[src/rtl/mie_pkg.sv]
// Shared types and instruction codes for the MIPS I instruction executor
package mie_pkg;

	localparam int MEM_BYTES_DEF = 65536;

	// request kinds
	localparam logic [2:0] K_EXEC  = 3'd0;
	localparam logic [2:0] K_WRMEM = 3'd1;
	localparam logic [2:0] K_RDMEM = 3'd2;
	localparam logic [2:0] K_RDREG = 3'd3;
	localparam logic [2:0] K_SETPC = 3'd4;

	// special register indexes for register reads
	localparam logic [5:0] REG_HI = 6'd32;
	localparam logic [5:0] REG_LO = 6'd33;
	localparam logic [5:0] REG_PC = 6'd34;
	localparam logic [4:0] REG_SP = 5'd29;
	localparam logic [4:0] REG_RA = 5'd31;

	// primary opcodes
	localparam logic [5:0] OP_SPECIAL = 6'h00;
	localparam logic [5:0] OP_REGIMM  = 6'h01;
	localparam logic [5:0] OP_J       = 6'h02;
	localparam logic [5:0] OP_JAL     = 6'h03;
	localparam logic [5:0] OP_BEQ     = 6'h04;
	localparam logic [5:0] OP_BNE     = 6'h05;
	localparam logic [5:0] OP_BLEZ    = 6'h06;
	localparam logic [5:0] OP_BGTZ    = 6'h07;
	localparam logic [5:0] OP_ADDI    = 6'h08;
	localparam logic [5:0] OP_ADDIU   = 6'h09;
	localparam logic [5:0] OP_SLTI    = 6'h0A;
	localparam logic [5:0] OP_SLTIU   = 6'h0B;
	localparam logic [5:0] OP_ANDI    = 6'h0C;
	localparam logic [5:0] OP_ORI     = 6'h0D;
	localparam logic [5:0] OP_XORI    = 6'h0E;
	localparam logic [5:0] OP_LUI     = 6'h0F;
	localparam logic [5:0] OP_LB      = 6'h20;
	localparam logic [5:0] OP_LH      = 6'h21;
	localparam logic [5:0] OP_LW      = 6'h23;
	localparam logic [5:0] OP_LBU     = 6'h24;
	localparam logic [5:0] OP_LHU     = 6'h25;
	localparam logic [5:0] OP_SB      = 6'h28;
	localparam logic [5:0] OP_SH      = 6'h29;
	localparam logic [5:0] OP_SW      = 6'h2B;

	// special function codes
	localparam logic [5:0] FN_SLL   = 6'h00;
	localparam logic [5:0] FN_SRL   = 6'h02;
	localparam logic [5:0] FN_SRA   = 6'h03;
	localparam logic [5:0] FN_SLLV  = 6'h04;
	localparam logic [5:0] FN_SRLV  = 6'h06;
	localparam logic [5:0] FN_SRAV  = 6'h07;
	localparam logic [5:0] FN_JR    = 6'h08;
	localparam logic [5:0] FN_JALR  = 6'h09;
	localparam logic [5:0] FN_MFHI  = 6'h10;
	localparam logic [5:0] FN_MTHI  = 6'h11;
	localparam logic [5:0] FN_MFLO  = 6'h12;
	localparam logic [5:0] FN_MTLO  = 6'h13;
	localparam logic [5:0] FN_MULT  = 6'h18;
	localparam logic [5:0] FN_MULTU = 6'h19;
	localparam logic [5:0] FN_DIV   = 6'h1A;
	localparam logic [5:0] FN_DIVU  = 6'h1B;
	localparam logic [5:0] FN_ADD   = 6'h20;
	localparam logic [5:0] FN_ADDU  = 6'h21;
	localparam logic [5:0] FN_SUB   = 6'h22;
	localparam logic [5:0] FN_SUBU  = 6'h23;
	localparam logic [5:0] FN_AND   = 6'h24;
	localparam logic [5:0] FN_OR    = 6'h25;
	localparam logic [5:0] FN_XOR   = 6'h26;
	localparam logic [5:0] FN_NOR   = 6'h27;
	localparam logic [5:0] FN_SLT   = 6'h2A;
	localparam logic [5:0] FN_SLTU  = 6'h2B;

	// controller to datapath commands
	typedef struct packed {
		logic load;
		logic clr;
		logic cap_a;
		logic cap_b;
		logic exec;
		logic mem_step;
		logic fin;
	} mie_cmd_t;

	// datapath to controller status
	typedef struct packed {
		logic clr_done;
		logic is_md;
		logic is_mem;
		logic md_done;
		logic mem_done;
		logic out_busy;
	} mie_sts_t;

	// multiply/divide operation select
	typedef struct packed {
		logic is_div;
		logic sgn;
	} mie_mdop_t;

endpackage

[src/rtl/mie_ctrl.sv]
// Controller state machine sequencing each request through the datapath
module mie_ctrl (
	input  logic             clk,
	input  logic             arst_n,
	input  logic             in_valid,
	output logic             in_stall,
	input  mie_pkg::mie_sts_t sts,
	output mie_pkg::mie_cmd_t cmd
);
	import mie_pkg::*;

	typedef enum logic [2:0] {
		S_CLR,
		S_IDLE,
		S_OPA,
		S_OPB,
		S_EXE,
		S_MD,
		S_MEM,
		S_FIN
	} state_t;

	state_t state_q;

	// state register
	always_ff @(posedge clk or negedge arst_n) begin
		if (!arst_n) begin
			state_q <= S_CLR;
		end else begin
			case (state_q)
				S_CLR:  if (sts.clr_done) state_q <= S_IDLE;
				S_IDLE: if (in_valid) state_q <= S_OPA;
				S_OPA:  state_q <= S_OPB;
				S_OPB:  state_q <= S_EXE;
				S_EXE: begin
					if (sts.is_md) begin
						state_q <= S_MD;
					end else if (sts.is_mem) begin
						state_q <= S_MEM;
					end else begin
						state_q <= S_FIN;
					end
				end
				S_MD:   if (sts.md_done) state_q <= S_FIN;
				S_MEM:  if (sts.mem_done) state_q <= S_FIN;
				S_FIN:  if (!sts.out_busy) state_q <= S_IDLE;
				default: state_q <= S_CLR;
			endcase
		end
	end

	// commands decoded from state
	assign in_stall     = (state_q != S_IDLE);
	assign cmd.load     = (state_q == S_IDLE) && in_valid;
	assign cmd.clr      = (state_q == S_CLR);
	assign cmd.cap_a    = (state_q == S_OPA);
	assign cmd.cap_b    = (state_q == S_OPB);
	assign cmd.exec     = (state_q == S_EXE);
	assign cmd.mem_step = (state_q == S_MEM);
	assign cmd.fin      = (state_q == S_FIN) && !sts.out_busy;

endmodule

[config.mk]
export PLATFORM = sky130hd
export DESIGN_NAME = mie_ctrl
export DESIGN_NICKNAME = d
export VERILOG_FILES = /design/src/rtl/mie_pkg.sv /design/src/rtl/mie_ctrl.sv
export SDC_FILE = /design/constraint.sdc
export NUM_CORES = 1
export LEC_CHECK = 0
export BUFFER_PORTS_ARGS = -buffer_cell sky130_fd_sc_hd__buf_2
export CAP_MARGIN = 20
export CELL_PAD_IN_SITES_DETAIL_PLACEMENT = 1
export CELL_PAD_IN_SITES_GLOBAL_PLACEMENT = 1
export CORE_AREA = 4 4 41 43
export CTS_BUF_LIST = sky130_fd_sc_hd__clkbuf_8
export CTS_CLUSTER_DIAMETER = 200
export DETAILED_ROUTE_END_ITERATION = 7
export DIE_AREA = 0 0 45 47
export PLACE_DENSITY = 0.62
export REMOVE_ABC_BUFFERS = 1
export SYNTH_ARGS = -nofsm -noshare
export SYNTH_HDL_FRONTEND = slang
export SYNTH_SLANG_ARGS = --single-unit
[constraint.sdc]
create_clock -name clk -period 2.25 [get_ports clk]
set_input_delay 0.225 -clock clk [delete_from_list [all_inputs] [get_ports clk]]
set_output_delay 0.225 -clock clk [all_outputs]
set_load 0.05 [all_outputs]
==> results of run 1 <==
-- routing by layer --
layer,routed length [microns],track usage
met5,0,0
met4,0,0.0702
met3,44,0.0153
met2,335,0.116
met1,302,0.0936
-- kinds of logic after synthesis --
| family | synth area share |
|---|---|
| simple gates | 0.292 |
| compound gates | 0.238 |
| flops | 0.297 |
| mux | 0.0396 |
| buf+inv | 0.134 |
-- power by group through the flow --
| stage | Sequential [mW] | Combinational, mW | Clock, mW |
|---|---|---|---|
| 4_1_cts | 0.142 | 0.306 | 0.154 |
| 6_report | 0.140 | 0.300 | 0.149 |
| 3_5_place_dp | 0.142 | 0.304 | 0 |
| 3_3_place_gp | 0.139 | 0.304 | 0 |
| 2_1_floorplan | 0.125 | 0.242 | 0 |
| 5_1_grt | 0.153 | 0.327 | 0.162 |
-- final timing paths --
check / startpoint / cells after the start / slack, ns / endpoint
max: state_q[0] / 3 / 0.69 / cmd[2]
min in group asynchronous: arst_n / 2 / 0.33 / state_q[2]
min: sts[0] / 3 / 0.30 / state_q[2]
max in group asynchronous: arst_n / 2 / 1.82 / state_q[1]
min reg2reg: state_q[2] / 1 / 0.70 / state_q[0]
max reg2reg: state_q[0] / 2 / 1.12 / state_q[0]
-- worst register-to-register path: cells and delay by family (launching register included) --
kind               cells  cell delay, ns
AOI/OAI and AO/OA      2            0.53
DFF                    1            0.49
-- synth_stat cells --
master     instances  area, sq um
mux2i_1            1         10.0
o22a_1             1         8.76
a21oi_1            1         5.00
o31a_1             1         8.76
and3_1             1         6.26
a32oi_1            1         8.76
o21ai_0            1         5.00
o211ai_1           1         7.51
dfrtp_1            3         75.1
a2bb2oi_1          1         8.76
buf_4              2         15.0
nor3_2             1         10.0
a21o_1             1         7.51
nand2b_1           2         12.5
buf_6              1         11.3
nand2_1            2         7.51
inv_1              2         7.51
nor2_1             6         22.5
nand3_1            1         5.00
nor3_1             2         10.0
-- cell usage in the layout (no fill, tap or decap) --
master | Yosys | layout
o22a_1 | 1 | 1
a2bb2oi_1 | 1 | 1
nor3_2 | 1 | 1
dlygate4sd3_1 | 0 | 1
nand3_1 | 1 | 1
mux2i_1 | 1 | 1
nand2b_1 | 2 | 2
nand2_1 | 2 | 2
a32oi_1 | 1 | 1
and3_1 | 1 | 1
nor2_1 | 6 | 6
dfrtp_1 | 3 | 3
nor3_1 | 2 | 2
inv_1 | 2 | 3
buf_2 | 0 | 16
o21ai_0 | 1 | 1
o31a_1 | 1 | 1
a21oi_1 | 1 | 1
clkbuf_8 | 0 | 3
a21o_1 | 1 | 1
o211ai_1 | 1 | 1
-- final cells by class --
| cell class | count | area [sq um] | area share |
|---|---|---|---|
| Multi-Input combinational cell | 24 | 144 | 0.378 |
| Sequential cell | 3 | 75.1 | 0.197 |
| Clock inverter | 1 | 3.75 | 0.00987 |
| Timing Repair Buffer | 17 | 90.1 | 0.237 |
| Tap cell | 15 | 18.8 | 0.0493 |
| Inverter | 2 | 7.51 | 0.0197 |
| Clock buffer | 3 | 41.3 | 0.109 |
-- through the flow --
step / hold WS, ns / util / power [mW]
final: 0.299 / 0.292 / 0.588
after global routing: 0.296 / 0.292 / 0.643
after CTS: 0.296 / 0.292 / 0.603
after detailed placement: 0.0240 / 0.250 / 0.447
after global placement: 0.0222 / 0.250 / 0.443
after floorplan: -0.0706 / - / 0.366
==> results.py, run 1 <==
metrics = {
    "clock_network": {
        "clk_pin_slew_ns": 0.03,
        "numCtsBuffers": 3,
        "cts_resized": 0,
        "cts_tree": "done",
        "htree_levels": 1,
        "cts.sinks": 3,
        "cts.path.max_buffers": 2,
        "clock_latency_ns": 0.21,
        "root_buffer": "clkbuf_8",
        "cts_hold_buf": 1,
        "cts_setup_buffers": 0,
    },
    "setup_path": {
        "cpPeakStageDelay_ns": 0.49,
        "crit_chain": "nand2b_1 -> nor2_1 -> buf_2",
        "crit_buf_inv": 1,
        "cp_max_fo": 12,
        "crit_path_top_delay_cell": "dfrtp_1",
        "critPathArrivalTime_ns": 1.33,
        "startpoint_type": "flop",
        "crit_family": "flip-flops",
        "cp-end-kind": "primary output",
        "path_class": "flop to primary output",
        "worstPathRequired_ns": 2.03,
    },
    "power": {
        "power_frac_seq": 0.237,
        "p_switching_uw": 300,
        "power_frac_comb": 0.510,
        "power_frac_clock": 0.253,
        "p_per_area_nw_per_um2": 1550,
        "irDropWorstVdd_mv": 0.526,
        "switching_share": 0.509,
        "p_leak_nw": 0.203,
        "p_int_uw": 289,
    },
    "finish": {
        "largest_reg_flops": 3,
        "reg_top3": "state_q (3)",
        "stdcell_area_sq_um": 380,
        "nFillCells": 174,
        "layout-drive-gt1-share": 0.400,
        "finish.net_count": 60,
        "regMostFlops": "state_q",
        "fin_cells": 65,
        "syn2layout_area_growth_pct": 50.5,
        "num_antenna_cells": 0,
    },
    "floorplanning": {
        "io_pins": 17,
        "initial_core_util": 0.194,
        "rows": 13,
        "chipWidth_microns": 45,
        "die_y_microns": 47,
        "dieArea_sq_um": 2120,
        "core_area_sq_um": 1300,
    },
    "detailed_routing": {
        "drt_iter0_markers": 0,
        "viasPerCell": 4.37,
        "wl_microns": 682,
        "post_drt_wl_per_cell_microns": 10.5,
        "via_count": 284,
        "drc": 0,
        "first_pass_iters": 1,
        "ant_nets": 0,
    },
    "yosys": {
        "synth.cell_area_sq_um": 253,
        "synthCells": 32,
        "synth_cell_types": 20,
        "ys_seq_area_frac": 0.297,
        "ys_ff_latch": 3,
        "ys_warn_count": 0,
        "syn_area_per_cell_sq_um": 7.90,
    },
    "placement": {
        "gp_congestion": 0.698,
        "dp_hpwl_microns": 563,
        "io_buffers": 16,
        "post-place-ws_ns": 0.896,
        "dp.cells": 60,
        "placed_area_sq_um": 325,
    },
    "grt": {
        "grt_start_max_net_pins": 13,
        "grt_pass1_wl_microns": 1160,
        "antenna_found_initial": 0,
        "grt_overflow_total": 0,
        "grt_usage": 0.0775,
        "grt_pass1_vias": 289,
    },
    "timing": {
        "max_freq_mhz": 642,
        "rsz0062_at_grt": "false",
        "finalCritPeriodShare": 0.692,
        "hold_viol": 0,
        "finalCriticalPeriod_ns": 1.56,
        "clock_skew_ns": 0.0000771,
        "tightestPinTransition_ns": 0.341,
        "setup_violations": 0,
        "setup_slack_ns": 0.693,
        "drv_slew": 0,
        "setup_tns_ns": 0,
        "slew-limit-headroom": 0.772,
    },
    "outcome": {
        "status": "finished, final reports clean",
    },
    "run": {
        "cap_violations": 0,
    },
    "hold_path": {
        "hold_path.class": "input pin to flop",
    },
}
Power figures use the tool's default switching activity.
==> run 2, diff against run 1 <==
- PLACE_DENSITY: 0.62 -> 0.64
- clock period: 2.25 -> 1.26 ns (I/O delays scaled with it)
==> run 2 against run 1 <==
Effect of this change: the flow now finishes with violations (setup timing); flip-flop and latch count is the same; clock skew up 0.0066 ns; clock power increased by 88%; count of clock-buffer cells in the layout is the same; final area increased by 51%; non-clock buffer count rose by 11; critical path type unchanged; largest power group unchanged.
==> results.py, run 2 (same netlist as run 1, synthesis figures left out) <==
metrics = {
    "finish": {
        "final_common_cell": "buf_6",
        "fin_cells": 76,
        "layout-drive-gt1-share": 0.705,
        "largest_reg_flops": 3,
        "num_antenna_cells": 0,
        "finish.net_count": 71,
        "fin_util": 0.441,
        "reg_top3": "state_q (3)",
        "mostFrequentLayoutCells": "buf_6, buf_2, buf_4",
        "stdcell_area_sq_um": 574,
        "regMostFlops": "state_q",
        "syn2layout_area_growth_pct": 127,
    },
    "setup_path": {
        "path_class": "flop to primary output",
        "crit_chain": "buf_6 -> nor3_4 -> buf_6",
        "cpPeakStageDelay_ns": 0.45,
        "crit_top_cell": "buf_6",
        "cp-end-kind": "primary output",
        "startpoint_type": "flop",
        "crit_path_top_delay_cell": "dfrtp_2",
        "cp_max_fo": 7,
        "worstPathRequired_ns": 1.13,
        "critPathArrivalTime_ns": 1.17,
        "crit_family": "flip-flops",
        "crit_buf_inv": 2,
    },
    "detailed_routing": {
        "ant_nets": 0,
        "viasPerCell": 4.34,
        "drc": 0,
        "first_pass_iters": 3,
        "post_drt_wl_per_cell_microns": 11.8,
        "via_count": 330,
        "wl_microns": 898,
        "drt_iter0_markers": 5,
    },
    "placement": {
        "dp.cells": 64,
        "io_buffers": 16,
        "dp_hpwl_microns": 561,
        "gp_congestion": 0.732,
        "placed_area_sq_um": 355,
    },
    "clock_network": {
        "htree_levels": 1,
        "cts_tree": "done",
        "numCtsBuffers": 3,
        "clk_pin_slew_ns": 0.03,
        "cts.sinks": 3,
        "cts.path.max_buffers": 2,
        "root_buffer": "clkbuf_8",
        "clock_latency_ns": 0.22,
    },
    "power": {
        "irDropWorstVdd_mv": 1.05,
        "p_leak_nw": 0.277,
        "p_per_area_nw_per_um2": 2630,
    },
    "timing": {
        "setup_tns_ns": -0.0758,
        "drv_slew": 0,
        "hold_viol": 0,
        "max_freq_mhz": 771,
        "setup_violations": 4,
        "rsz0062_at_grt": "true",
        "finalCriticalPeriod_ns": 1.30,
        "clock_skew_ns": 0.00664,
        "setup_slack_ns": -0.0374,
        "tightestPinTransition_ns": 0.217,
        "finalCritPeriodShare": 1.03,
        "slew-limit-headroom": 0.855,
    },
    "floorplanning": {
        "chipWidth_microns": 45,
        "dieArea_sq_um": 2120,
        "die_y_microns": 47,
        "core_area_sq_um": 1300,
        "rows": 13,
        "io_pins": 17,
        "initial_core_util": 0.194,
    },
    "grt": {
        "antenna_found_initial": 0,
        "grt_pass1_vias": 318,
        "grt_usage": 0.0909,
        "grt_overflow_total": 0,
        "grt_start_max_net_pins": 9,
        "grt_pass1_wl_microns": 1300,
    },
    "hold_path": {
        "hold_path.class": "input pin to asynchronous set/reset pin",
    },
    "run": {
        "cap_violations": 0,
    },
    "outcome": {
        "status": "finished with violations",
        "violations": "setup timing",
    },
}
[run 2: final cells by class]
cell class	count	area (sq um)
repair buffers	28	230
clock inverters	1	3.75
fillers	166	727
clock buffers	3	41.3
flip-flops and latches	3	78.8
well taps	15	18.8
multi-input cells	24	194
inverters	2	7.51
[run 2: stage by stage]
step	power, mW	hold slack (ns)	setup slack, ns
floorplan	0.654	-0.170	-0.527
global placement	0.861	-0.0768	0.0431
detailed placement	0.862	-0.0775	-0.00807
CTS	1.39	0.217	-0.0105
global route	1.61	0.238	-0.101
finish	1.51	0.225	-0.0374
[run 2: worst paths after layout]
kind / cells after the start / end / startpoint / slack (ns)
min in group clk: 3 / state_q[1] / sts[0] / 0.24
max in group asynchronous: 2 / state_q[1] / arst_n / 0.91
setup reg to reg: 3 / state_q[0] / state_q[1] / 0.05
hold reg to reg: 1 / state_q[0] / state_q[2] / 0.63
setup / recovery: 3 / cmd[4] / state_q[2] / -0.04
hold / removal: 2 / state_q[2] / arst_n / 0.22
[run 2: layer usage]
layer,global-route usage,up-vias,part of all wire
li1,-,169,-
met1,0.0911,144,0.43
met2,0.153,15,0.48
met3,0.0230,2,0.062
met4,0.0877,0,0.028
met5,0,-,0
[run 2: timing repair]
item                                    in CTS  in global routing
setup buffers                                5                  2
gates resized for setup                     24                 11
pin swaps                                    2                  2
hold endpoints to repair                     3                  0
hold buffers                                 1                  0
endpoints found under the setup margin       8                  8
[run 2: worst register-to-register path, cell delays in order, from the launching register on]
cell	delay (ns)
dfrtp_2	0.45
buf_1	0.16
o31a_1	0.29
o22a_1	0.18
[run 2: where the power goes]
part	internal, mW	switching [mW]	total, mW
Combinational	0.453	0.524	0.978
Clock	0.208	0.0720	0.280
Sequential	0.149	0.105	0.254
Total	0.810	0.701	1.51
